<file path="src/hdl/clt_pkg.sv">
`timescale 1ns / 1ps
// ----------------------------------------------------------------------------
// clt_pkg
// Shared types and codes of the command line tokenizer: result encoding,
// the per-byte result bundle and the bundle queue sizing.
// ----------------------------------------------------------------------------
package clt_pkg;

   // Result slots in one bundle; one input byte causes at most four results
   localparam int MaxRes   = 5;
   localparam int ResIdxW  = $clog2(MaxRes);
   localparam int ResCntW  = $clog2(MaxRes + 1);

   // Bundle queue between front and back
   localparam int QueueDepth = 4;
   localparam int QueuePtrW  = $clog2(QueueDepth);
   localparam int QueueCntW  = $clog2(QueueDepth + 1);

   // Token type codes
   localparam logic [2:0] TypeInt   = 3'd0;
   localparam logic [2:0] TypeReal  = 3'd1;
   localparam logic [2:0] TypeStr   = 3'd2;
   localparam logic [2:0] TypeKey   = 3'd3;
   localparam logic [2:0] TypeEqual = 3'd4;

   // Warning codes
   localparam logic [2:0] WarnNone     = 3'd0;
   localparam logic [2:0] WarnIllegal  = 3'd1;
   localparam logic [2:0] WarnExtraPt  = 3'd2;
   localparam logic [2:0] WarnReplaced = 3'd3;
   localparam logic [2:0] WarnQuote    = 3'd4;

   // One result transaction
   typedef struct packed {
      logic       has_char;
      logic [7:0] token_char;
      logic       token_end;
      logic [2:0] token_type;
      logic [2:0] warning;
      logic       line_end;
   } result_type;

   // All results caused by one input byte, oldest in item 0
   typedef struct packed {
      logic [ResCntW-1:0]           count;
      result_type [MaxRes-1:0]      items;
   } bundle_type;

endpackage

</file>
<file path="src/hdl/clt_front.sv">
`timescale 1ns / 1ps
// ----------------------------------------------------------------------------
// clt_front
// Lexer front end: takes one byte per cycle while the queue is not full,
// advances the lexer state and builds the bundle of results that the byte causes.
// ----------------------------------------------------------------------------
module clt_front (
   input  logic                clock,
   input  logic                reset,
   input  logic                req_push,
   input  logic [7:0]          req_line_byte,
   input  logic                q_full,
   output logic                req_full,
   output logic                enq,
   output clt_pkg::bundle_type enq_bundle
);
   import clt_pkg::*;

   typedef enum logic [4:0] {
      ModeIdle = 5'b00001,
      ModeDot  = 5'b00010,
      ModeNum  = 5'b00100,
      ModeStr  = 5'b01000,
      ModeKey  = 5'b10000
   } mode_type;

   typedef struct packed {
      logic [1:0][7:0] bytes;
      logic [1:0]      cnt;
   } held_type;

   localparam logic [7:0] ChNul    = 8'h00;
   localparam logic [7:0] ChSpace  = " ";
   localparam logic [7:0] ChTab    = 8'h09;
   localparam logic [7:0] ChCr     = 8'h0D;
   localparam logic [7:0] ChEqual  = "=";
   localparam logic [7:0] ChComma  = ",";
   localparam logic [7:0] ChBslash = 8'h5C;
   localparam logic [7:0] ChMinus  = "-";
   localparam logic [7:0] ChPoint  = ".";
   localparam logic [7:0] ChQuote  = 8'h22;
   localparam logic [7:0] ChQuery  = "?";
   localparam logic [7:0] ChSlash  = "/";
   localparam logic [7:0] ChLbrk   = "[";
   localparam logic [7:0] ChRbrk   = "]";
   localparam logic [7:0] ChZero   = "0";
   localparam logic [7:0] ChNine   = "9";
   localparam logic [7:0] ChLowA   = "a";
   localparam logic [7:0] ChLowZ   = "z";
   localparam logic [7:0] ChUpA    = "A";
   localparam logic [7:0] ChUpZ    = "Z";

   function automatic logic is_dig(logic [7:0] c);
      return (c >= ChZero) && (c <= ChNine);
   endfunction

   function automatic logic is_alp(logic [7:0] c);
      return ((c >= ChLowA) && (c <= ChLowZ)) || ((c >= ChUpA) && (c <= ChUpZ));
   endfunction

   function automatic logic is_spc(logic [7:0] c);
      return (c == ChSpace) || ((c >= ChTab) && (c <= ChCr));
   endfunction

   function automatic logic ends_kw(logic [7:0] c);
      return (c == ChNul) || is_spc(c) || (c == ChEqual) || (c == ChComma) ||
             (c == ChBslash);
   endfunction

   // Append one result to a bundle
   function automatic bundle_type put_res(bundle_type b, logic has, logic [7:0] ch,
                                          logic tend, logic [2:0] ttype,
                                          logic [2:0] warn, logic lend);
      result_type r;
      r.has_char   = has;
      r.token_char = ch;
      r.token_end  = tend;
      r.token_type = ttype;
      r.warning    = warn;
      r.line_end   = lend;
      if (b.count < ResCntW'(MaxRes)) begin
         b.items[b.count[ResIdxW-1:0]] = r;
         b.count = b.count + ResCntW'(1);
      end
      return b;
   endfunction

   function automatic held_type hold_byte(held_type h, logic [7:0] c);
      if (h.cnt < 2'd2) begin
         h.bytes[h.cnt[0]] = c;
         h.cnt = h.cnt + 2'd1;
      end
      return h;
   endfunction

   function automatic logic [1:0] held_n(held_type h);
      return (h.cnt > 2'd2) ? 2'd2 : h.cnt;
   endfunction

   // Release held characters as plain token characters
   function automatic bundle_type emit_held(bundle_type b, held_type h);
      logic [1:0] n;
      n = held_n(h);
      for (int i = 0; i < 2; i++) begin
         if (2'(i) < n) b = put_res(b, 1'b1, h.bytes[i], 1'b0, TypeInt, WarnNone, 1'b0);
      end
      return b;
   endfunction

   // Release held characters, the last one closing the token
   function automatic bundle_type close_held(bundle_type b, held_type h,
                                             logic [2:0] ttype, logic [2:0] warn);
      logic [1:0] n;
      logic       last;
      n = held_n(h);
      if (n == 2'd0) begin
         b = put_res(b, 1'b0, ChNul, 1'b1, ttype, warn, 1'b0);
      end else begin
         for (int i = 0; i < 2; i++) begin
            last = (2'(i) == n - 2'd1);
            if (2'(i) < n) begin
               b = put_res(b, 1'b1, h.bytes[i], last, last ? ttype : TypeInt,
                           last ? warn : WarnNone, 1'b0);
            end
         end
      end
      return b;
   endfunction

   mode_type        mode_ff, mode_in;
   logic [1:0][7:0] held_bytes_ff, held_bytes_in;
   logic [1:0]      held_cnt_ff, held_cnt_in;
   logic            real_ff, real_in;
   logic            digit_ff, digit_in;

   held_type   h;
   bundle_type bnd;
   logic       go_between;
   logic       accept;
   logic [7:0] c;

   assign req_full = q_full;
   assign accept   = req_push && !q_full;
   assign c        = req_line_byte;

   // Work out next lexer state and the results of this byte
   always_comb begin
      h.bytes    = held_bytes_ff;
      h.cnt      = held_cnt_ff;
      mode_in    = mode_ff;
      real_in    = real_ff;
      digit_in   = digit_ff;
      bnd        = '0;
      go_between = 1'b0;
      case (mode_ff)
         ModeDot: begin
            if (is_dig(c)) begin
               mode_in  = ModeNum;
               real_in  = 1'b1;
               digit_in = 1'b1;
               bnd      = emit_held(bnd, h);
               h.cnt    = 2'd0;
               h        = hold_byte(h, c);
            end else if (ends_kw(c)) begin
               bnd        = close_held(bnd, h, TypeKey, WarnNone);
               h.cnt      = 2'd0;
               go_between = 1'b1;
            end else begin
               bnd     = emit_held(bnd, h);
               h.cnt   = 2'd0;
               h       = hold_byte(h, c);
               mode_in = ModeKey;
            end
         end
         ModeNum: begin
            if (is_dig(c)) begin
               digit_in = 1'b1;
               bnd      = emit_held(bnd, h);
               h.cnt    = 2'd0;
               h        = hold_byte(h, c);
            end else if (c == ChPoint) begin
               if (real_ff) begin
                  bnd = put_res(bnd, 1'b0, ChNul, 1'b0, TypeInt, WarnExtraPt, 1'b0);
               end else begin
                  real_in = 1'b1;
                  if (digit_ff) begin
                     bnd   = emit_held(bnd, h);
                     h.cnt = 2'd0;
                  end
                  h = hold_byte(h, c);
               end
            end else begin
               // Close the number; a digitless one becomes 0.0
               if (!digit_ff) begin
                  bnd = put_res(bnd, 1'b1, ChZero, 1'b0, TypeInt, WarnReplaced, 1'b0);
                  bnd = put_res(bnd, 1'b1, ChPoint, 1'b0, TypeInt, WarnNone, 1'b0);
                  bnd = put_res(bnd, 1'b1, ChZero, 1'b1,
                                real_ff ? TypeReal : TypeInt, WarnNone, 1'b0);
               end else begin
                  bnd = close_held(bnd, h, real_ff ? TypeReal : TypeInt, WarnNone);
               end
               h.cnt      = 2'd0;
               mode_in    = ModeIdle;
               go_between = (c != ChMinus);
            end
         end
         ModeStr: begin
            if (c == ChQuote) begin
               bnd     = close_held(bnd, h, TypeStr, WarnNone);
               h.cnt   = 2'd0;
               mode_in = ModeIdle;
            end else if (c == ChNul) begin
               bnd        = close_held(bnd, h, TypeStr, WarnQuote);
               h.cnt      = 2'd0;
               go_between = 1'b1;
            end else begin
               bnd   = emit_held(bnd, h);
               h.cnt = 2'd0;
               h     = hold_byte(h, c);
            end
         end
         ModeKey: begin
            if (ends_kw(c)) begin
               bnd        = close_held(bnd, h, TypeKey, WarnNone);
               h.cnt      = 2'd0;
               go_between = 1'b1;
            end else begin
               bnd   = emit_held(bnd, h);
               h.cnt = 2'd0;
               h     = hold_byte(h, c);
            end
         end
         default: begin
            go_between = 1'b1;
         end
      endcase

      // Handle a byte seen between tokens
      if (go_between) begin
         h.cnt   = 2'd0;
         mode_in = ModeIdle;
         if (c == ChNul) begin
            bnd = put_res(bnd, 1'b0, ChNul, 1'b0, TypeInt, WarnNone, 1'b1);
         end else if (c == ChEqual) begin
            bnd = put_res(bnd, 1'b1, ChEqual, 1'b1, TypeEqual, WarnNone, 1'b0);
         end else if ((c == ChMinus) || is_dig(c)) begin
            mode_in  = ModeNum;
            real_in  = 1'b0;
            digit_in = is_dig(c);
            h        = hold_byte(h, c);
         end else if (c == ChPoint) begin
            mode_in = ModeDot;
            h       = hold_byte(h, c);
         end else if (c == ChQuote) begin
            mode_in = ModeStr;
         end else if (is_alp(c) || (c == ChQuery) || (c == ChSlash) ||
                      (c == ChLbrk) || (c == ChRbrk)) begin
            mode_in = ModeKey;
            h       = hold_byte(h, c);
         end else if (!is_spc(c) && (c != ChComma)) begin
            bnd = put_res(bnd, 1'b0, ChNul, 1'b0, TypeInt, WarnIllegal, 1'b0);
         end
      end

      held_bytes_in = h.bytes;
      held_cnt_in   = h.cnt;
   end

   assign enq        = accept && (bnd.count != '0);
   assign enq_bundle = bnd;

   // Advance lexer state on each accepted transaction
   always_ff @(posedge clock) begin
      if (reset) begin
         mode_ff     <= ModeIdle;
         held_cnt_ff <= 2'd0;
         real_ff     <= 1'b0;
         digit_ff    <= 1'b0;
      end else if (accept) begin
         mode_ff     <= mode_in;
         held_cnt_ff <= held_cnt_in;
         real_ff     <= real_in;
         digit_ff    <= digit_in;
      end
   end

   // Held characters carry no reset
   always_ff @(posedge clock) begin
      if (accept) begin
         held_bytes_ff <= held_bytes_in;
      end
   end

endmodule

</file>
<file path="src/hdl/clt_queue.sv">
`timescale 1ns / 1ps
// ----------------------------------------------------------------------------
// clt_queue
// Short queue of result bundles between the lexer front end and the
// result sequencer.
// ----------------------------------------------------------------------------
module clt_queue (
   input  logic                clock,
   input  logic                reset,
   input  logic                enq,
   input  clt_pkg::bundle_type enq_bundle,
   input  logic                deq,
   output logic                q_full,
   output logic                head_valid,
   output clt_pkg::bundle_type head_bundle
);
   import clt_pkg::*;

   bundle_type           slots_ff [QueueDepth];
   logic [QueuePtrW-1:0] wr_ptr_ff, wr_ptr_in;
   logic [QueuePtrW-1:0] rd_ptr_ff, rd_ptr_in;
   logic [QueueCntW-1:0] cnt_ff, cnt_in;
   logic                 do_enq, do_deq;

   assign q_full      = (cnt_ff == QueueCntW'(QueueDepth));
   assign head_valid  = (cnt_ff != '0);
   assign head_bundle = slots_ff[rd_ptr_ff];
   assign do_enq      = enq && !q_full;
   assign do_deq      = deq && head_valid;

   // Advance pointers and occupancy
   always_comb begin
      wr_ptr_in = do_enq ? wr_ptr_ff + QueuePtrW'(1) : wr_ptr_ff;
      rd_ptr_in = do_deq ? rd_ptr_ff + QueuePtrW'(1) : rd_ptr_ff;
      cnt_in    = cnt_ff;
      if (do_enq && !do_deq) begin
         cnt_in = cnt_ff + QueueCntW'(1);
      end else if (do_deq && !do_enq) begin
         cnt_in = cnt_ff - QueueCntW'(1);
      end
   end

   always_ff @(posedge clock) begin
      if (reset) begin
         wr_ptr_ff <= '0;
         rd_ptr_ff <= '0;
         cnt_ff    <= '0;
      end else begin
         wr_ptr_ff <= wr_ptr_in;
         rd_ptr_ff <= rd_ptr_in;
         cnt_ff    <= cnt_in;
      end
   end

   // Store an incoming bundle
   always_ff @(posedge clock) begin
      if (do_enq) begin
         slots_ff[wr_ptr_ff] <= enq_bundle;
      end
   end

endmodule

</file>
<file path="src/hdl/clt_back.sv">
`timescale 1ns / 1ps
// ----------------------------------------------------------------------------
// clt_back
// Result sequencer: walks the head bundle one result per pop and retires
// the bundle after its last result.
// ----------------------------------------------------------------------------
module clt_back (
   input  logic                clock,
   input  logic                reset,
   input  logic                head_valid,
   input  clt_pkg::bundle_type head_bundle,
   input  logic                rsp_pop,
   output logic                deq,
   output logic                rsp_empty,
   output clt_pkg::result_type rsp_item
);
   import clt_pkg::*;

   logic [ResIdxW-1:0] idx_ff, idx_in;
   logic               take;
   logic               last;

   assign rsp_empty = !head_valid;
   assign rsp_item  = head_bundle.items[idx_ff];
   assign take      = rsp_pop && head_valid;
   assign last      = (ResCntW'(idx_ff) == head_bundle.count - ResCntW'(1));
   assign deq       = take && last;

   // Step to the next result, wrap on retiring the bundle
   always_comb begin
      idx_in = idx_ff;
      if (take) begin
         idx_in = last ? '0 : idx_ff + ResIdxW'(1);
      end
   end

   always_ff @(posedge clock) begin
      if (reset) begin
         idx_ff <= '0;
      end else begin
         idx_ff <= idx_in;
      end
   end

endmodule

</file>
<file path="src/hdl/command_line_tokenizer_top.sv">
`timescale 1ns / 1ps
// ----------------------------------------------------------------------------
// command_line_tokenizer_top
// Command line tokenizer: byte stream in, token characters with type marks
// and warnings out.
// ----------------------------------------------------------------------------
// Usage:
//   Input side is a queue write port: drive req_line_byte with req_push;
//   a transaction is taken on a clock edge where req_push is high and
//   req_full is low. Byte 0 ends the line; the next byte starts a new one.
//   Result side is a queue read port: while rsp_empty is low the oldest
//   result sits on the rsp_ ports and is taken when rsp_pop is high.
//   Each result is registered in the bundle queue ahead of the rsp_ ports.
//   Input takes one byte per cycle while req_full is low; a byte causes
//   zero to four results, sent one per cycle while rsp_pop is high. The
//   single read port sets the rate, so multi-result bytes slow input.
//   A four-entry bundle queue decouples the lexer from the result port:
//   when the receiver stalls, input is taken until the queue fills, then
//   req_full rises.
//   Reset (synchronous, active high) empties the queue and returns the lexer
//   to the between-tokens state; nothing is emitted from before reset.
// ----------------------------------------------------------------------------
module command_line_tokenizer_top (
   input  logic       clock,
   input  logic       reset,
   input  logic       req_push,
   input  logic [7:0] req_line_byte,
   output logic       req_full,
   input  logic       rsp_pop,
   output logic       rsp_empty,
   output logic       rsp_has_char,
   output logic [7:0] rsp_token_char,
   output logic       rsp_token_end,
   output logic [2:0] rsp_token_type,
   output logic [2:0] rsp_warning,
   output logic       rsp_line_end
);
   import clt_pkg::*;

   logic       q_full;
   logic       enq;
   bundle_type enq_bundle;
   logic       deq;
   logic       head_valid;
   bundle_type head_bundle;
   result_type rsp_item;

   // Lexer front end
   clt_front u_front (
      .clock         (clock),
      .reset         (reset),
      .req_push      (req_push),
      .req_line_byte (req_line_byte),
      .q_full        (q_full),
      .req_full      (req_full),
      .enq           (enq),
      .enq_bundle    (enq_bundle)
   );

   // Bundle queue
   clt_queue u_queue (
      .clock       (clock),
      .reset       (reset),
      .enq         (enq),
      .enq_bundle  (enq_bundle),
      .deq         (deq),
      .q_full      (q_full),
      .head_valid  (head_valid),
      .head_bundle (head_bundle)
   );

   // Result sequencer
   clt_back u_back (
      .clock       (clock),
      .reset       (reset),
      .head_valid  (head_valid),
      .head_bundle (head_bundle),
      .rsp_pop     (rsp_pop),
      .deq         (deq),
      .rsp_empty   (rsp_empty),
      .rsp_item    (rsp_item)
   );

   assign rsp_has_char   = rsp_item.has_char;
   assign rsp_token_char = rsp_item.token_char;
   assign rsp_token_end  = rsp_item.token_end;
   assign rsp_token_type = rsp_item.token_type;
   assign rsp_warning    = rsp_item.warning;
   assign rsp_line_end   = rsp_item.line_end;

   // Nothing left to deliver straight after reset
   a_reset_empty: assert property (@(posedge clock) reset |=> rsp_empty)
      else $error("result queue not empty after reset");

   // Input can only back up when results are waiting
   a_full_has_data: assert property (@(posedge clock) disable iff (reset)
      req_full |-> !rsp_empty)
      else $error("input stalled with no result waiting");

   // End of line travels on a result of its own
   a_line_end_alone: assert property (@(posedge clock) disable iff (reset)
      (!rsp_empty && rsp_line_end) |->
         (!rsp_has_char && !rsp_token_end && (rsp_warning == WarnNone)))
      else $error("line end result carries other fields");

   // A type is given only where a token closes
   a_type_at_end: assert property (@(posedge clock) disable iff (reset)
      (!rsp_empty && !rsp_token_end) |-> (rsp_token_type == TypeInt))
      else $error("token type outside token end");

endmodule

</file>
<file path="config.mk">
export PLATFORM = sky130hd
export DESIGN_NAME = command_line_tokenizer_top
export DESIGN_NICKNAME = d
export VERILOG_FILES = /design/src/hdl/clt_pkg.sv /design/src/hdl/clt_front.sv /design/src/hdl/clt_queue.sv /design/src/hdl/clt_back.sv /design/src/hdl/command_line_tokenizer_top.sv
export SDC_FILE = /design/constraint.sdc
export NUM_CORES = 1
export LEC_CHECK = 0
export BUFFER_PORTS_ARGS = -buffer_cell sky130_fd_sc_hd__buf_2
export CORE_UTILIZATION = 25
export DETAILED_ROUTE_END_ITERATION = 12
export PLACE_DENSITY = 0.39
export SYNTH_ARGS = -nofsm -noshare
export SYNTH_HDL_FRONTEND = slang
export SYNTH_SLANG_ARGS = --single-unit
</file>
<file path="constraint.sdc">
create_clock -name clock -period 5.32 [get_ports clock]
set_clock_uncertainty 0.15 [all_clocks]
set_input_delay 1.064 -clock clock [delete_from_list [all_inputs] [get_ports clock]]
set_output_delay 1.064 -clock clock [all_outputs]
set_load 0.005 [all_outputs]
</file>
==> PnR_summary.wiki <==
{| class="wikitable"
! Metric !! Value
|-
| Number of global-route vias before repair || 6283
|-
| Path depth of the worst reg2reg path || 15
|-
| Leakage Power || ~3.8 nW
|-
| Worst r2r dst || u_queue.cnt_ff[2]
|-
| Final clock period utilization by the worst path || 83.8%
|-
| Total global routing overflow || 0
|-
| Total routing resource utilization after global routing || approximately an eighth
|-
| Count of distinct cell types in the synthesized netlist || 71
|-
| Worst IR drop on VDD || just over 0.0002 V
|-
| Sequential fraction of the synthesis area || between 60% and 70%
|-
| Clock Path Buffers || 3
|-
| Yosys warns || 0
|-
| Ant diodes || 0
|-
| Status || complete, no violations
|-
| RR Startpoint || u_front.mode_ff[1]
|-
| Number of CTS-inserted buffers || 25
|-
| Sw Ratio || 27.1%
|-
| Utilization after layout || approximately 30%
|-
| Pin count of the biggest net entering global routing || 29
|-
| Starting DRC count in detailed routing || 289
|-
| Met3 WL || approximately 990 um
|-
| Source of the critical timing path || req_line_byte[4]
|-
| Routed wire per std cell || roughly 20 um
|-
| Initial Utilization || between 20% and 30%
|-
| Worst reg-to-reg setup slack || roughly 1.3 ns
|-
| Critical Path Sink || u_queue.cnt_ff[2]
|-
| Via density || ~4.6
|-
| Amount of wire on met2 after detailed routing || 12300 um
|-
| Setup WS post-layout || roughly 0.86 ns
|-
| Number of top-level design ports || 31
|-
| Last weighted congestion value of the routability-driven placer || 0.797
|-
| Clock tree from TritonCTS || done
|-
| Area of all sequential standard cells || a little over 6000 um^2
|-
| Relative slew margins || 45.4%
|-
| Layout cell share with drive strength beyond 1 || 22.9%
|-
| Synthesized net count || around 700
|-
| Hold-fix buffer count after cts || 0
|-
| Total area of multi-input combinational cells || 3470 um^2
|-
| Mean area per synthesized cell || 14.3 um^2
|-
| Area added between synthesis and finish || 17.1%
|-
| H-tree level count || 1
|-
| Critical-path maximum fanout || 8
|-
| Number of antenna violations at the first check in global routing || 0
|-
| Arrival time worst endpoint || between 4 and 5 ns
|-
| Number of enable-type register cells in the synthesized netlist || 192
|-
| Max capacitance violation total || 0
|-
| Endpoint required time on the critical path || between 5 and 6 ns
|-
| Post-Route M1 WL || about 12000 um
|-
| RSZ-0062 raised after global routing || false
|-
| Total iterations of the first detailed-routing run || 5
|-
| Port Buffer Count || 30
|-
| Number of instances resized during post-cts repair || 0
|-
| Clock root buffer || sky130_fd_sc_hd__clkbuf_16
|-
| Number of nets with antenna violations after routing || 0
|-
| Final net count || between 700 and 800
|-
| Count of buffers added by post-CTS timing repair for setup || 0
|-
| Leading register cell type out of synthesis || sky130_fd_sc_hd__edfxtp_1
|-
| Pwr per Cell Area || about 420 nW/um^2
|-
| Category of the worst setup path launch point || primary input
|-
| Class of the tightest hold or removal check || flip-flop to flip-flop
|-
| Slew at the pin closest to its max-slew limit || roughly 0.8 ns
|-
| Int Power || around 3.5 mW
|-
| Pwr Total || 4.83 mW
|-
| Power share of the combinational group || a little over a fifth
|-
| Setup violators final || 0
|-
| Min Clock Period, post-route || 4.46 ns
|-
| Estimated wirelength of the detail-placed design || ~18000 um
|-
| Async set or reset register ratio after synthesis || 0%
|-
| Synth Register Bits || roughly 210
|-
| Peak clock frequency supported by timing || 224 MHz
|-
| Hold Vio Cnt, Final || 0
|-
| Global-route wire length before repair || 39100 um
|-
| Share of power burned in registers || approximately 45%
|-
| Uppermost routed layer || met4
|-
| Number of remaining DRC errors || 0
|-
| Horizontal extent of the die || roughly 200 um
|-
| Fin. max-slew vios || 0
|-
| Clock insertion delay at the later pin of the skew report || just over 0.5 ns
|-
| Mapped cell area || between 9000 and 10000 um^2
|-
| Die boundary height || 201 um
|-
| Summed negative setup slack over all endpoints || 0 ns
|-
| Clock transition time at the flip-flop clock pins of the worst setup and hold paths || approximately 0.06 ns
|-
| Switching power || 1.31 mW
|-
| Core Box Area || between 30000 and 40000 um^2
|-
| Count of filler cells inserted in the layout || a little under 4000
|-
| Total via count after detailed routing || slightly below 6000
|-
| FP Rows || 72
|-
| Total length of routed wires || between 20000 and 30000 um
|-
| Kind of end point of the critical path || flip-flop
|-
| Area enclosed by the die boundary || a little over 40000 um^2
|-
| Number of sinks driven by the clock tree || about 210
|-
| Placement Setup Slack || between 0.3 and 0.4 ns
|-
| Worst setup path category || primary input to flip-flop
|-
| Proportion of power drawn by the clock network || approximately a third
|-
| Number of instances in the synthesized netlist || between 600 and 700
|}
[logic make-up after synthesis]
family	after synthesis	share of synthesized area, %
flops	213	62.7
simple gates	207	11.0
compound gates	125	8.45
mux	64	12.5
buf+inv	51	2.12
xor+xnor	16	1.42
fa+ha+maj	13	1.73
[worst max-delay path, stage by stage]
cell                       delay (ns)
sky130_fd_sc_hd__buf_2           0.16
sky130_fd_sc_hd__or3_4           0.45
sky130_fd_sc_hd__nor4_1          0.50
sky130_fd_sc_hd__o311ai_1        0.18
sky130_fd_sc_hd__o221ai_1        0.11
sky130_fd_sc_hd__nor2_1          0.15
sky130_fd_sc_hd__inv_2           0.13
sky130_fd_sc_hd__ha_1            0.23
sky130_fd_sc_hd__nor2_1          0.09
sky130_fd_sc_hd__a311oi_4        0.32
sky130_fd_sc_hd__ha_1            0.24
sky130_fd_sc_hd__inv_1           0.07
sky130_fd_sc_hd__fa_1            0.43
sky130_fd_sc_hd__xor2_1          0.17
sky130_fd_sc_hd__or3_1           0.30
sky130_fd_sc_hd__a21oi_1         0.15
[cell type report]
cell class	count	share of cell area, %
Timing Repair Buffer	54	3.29
Inverter	19	0.618
Clock inverter	14	1.25
Sequential cell	213	53.6
Multi-Input combinational cell	425	30.0
Tap cell	518	5.61
Clock buffer	30	5.58
[stage by stage]
stage	instance area, um^2	instances	hold WS, ns
final	11500	1273	0.368
after global routing	11500	1273	0.410
after CTS	11500	1273	0.370
after detailed placement	10800	1229	0.356
after global placement	10800	1229	0.346
after floorplan	9860	689	0.317
[registers in the layout, indices dropped and copies added (netlist names), named ones only]
name                   cells
u_queue.slots_ff         176
u_front.held_bytes_ff     16
u_front.mode_ff            5
u_back.idx_ff              3
u_queue.cnt_ff             3
u_front.held_cnt_ff        2
u_queue.rd_ptr_ff          2
u_queue.wr_ptr_ff          2
u_front.digit_ff           1
u_front.real_ff            1
[power groups by stage]
stage / registers [mW] / logic, mW / clock network (mW)
3_5_place_dp: 2.22 / 1.05 / 0
3_3_place_gp: 2.21 / 1.05 / 0
6_report: 2.18 / 1.02 / 1.63
2_1_floorplan: 2.12 / 0.739 / 0
5_1_grt: 2.21 / 1.13 / 1.74
4_1_cts: 2.19 / 1.05 / 1.69
[layer usage]
metal,vias up,GRT usage (%)
met3,39,1.72
li1,2764,-
met5,-,0
met1,2998,17.1
met4,0,3.84
met2,105,21.4
[Yosys cell counts, drive strengths merged, types with 6 or more instances]
cell	number	area, um^2
nand2b	7	43.8
or2	8	50.1
dfxtp	21	420
nand2	64	240
a21oi	53	277
mux4	46	1040
mux2	10	116
nor2b	11	68.8
mux2i	8	80.1
o21ai	23	115
nor2	38	143
xnor2	8	70.1
nor3	14	90.1
buf	16	77.6
inv	18	67.6
clkbuf	16	60.1
xor2	8	70.1
a31oi	7	50.1
edfxtp	192	5770
nor4	9	71.3
and2	21	131
ha	12	150
nand3	6	30.0
o21a	7	60.1
[placed cells by master, fill, tap and decap left out, types with 17 or more instances in the layout]
cell type                   instances
sky130_fd_sc_hd__mux4_2            46
sky130_fd_sc_hd__a21oi_1           52
sky130_fd_sc_hd__buf_4             20
sky130_fd_sc_hd__o21ai_0           22
sky130_fd_sc_hd__buf_2             30
sky130_fd_sc_hd__dfxtp_1           18
sky130_fd_sc_hd__edfxtp_1         192
sky130_fd_sc_hd__clkbuf_16         25
sky130_fd_sc_hd__nand2_1           64
sky130_fd_sc_hd__inv_1             17
sky130_fd_sc_hd__nor2_1            38
[worst min path at each step]
| stage | endpoint | cells after the start | start |
|---|---|---|---|
| 2_1_floorplan | u_queue.cnt_ff[2] | 2 | u_queue.cnt_ff[2] |
| 3_3_place_gp | u_queue.wr_ptr_ff[1] | 2 | u_queue.wr_ptr_ff[1] |
| 3_5_place_dp | u_queue.cnt_ff[2] | 2 | u_queue.cnt_ff[2] |
| 4_1_cts | u_queue.cnt_ff[2] | 2 | u_queue.cnt_ff[2] |
| 5_1_grt | u_queue.wr_ptr_ff[1] | 2 | u_queue.wr_ptr_ff[1] |
| 6_report | u_queue.cnt_ff[2] | 2 | u_queue.cnt_ff[2] |
No activity file was read; power rests on OpenSTA's default activity.
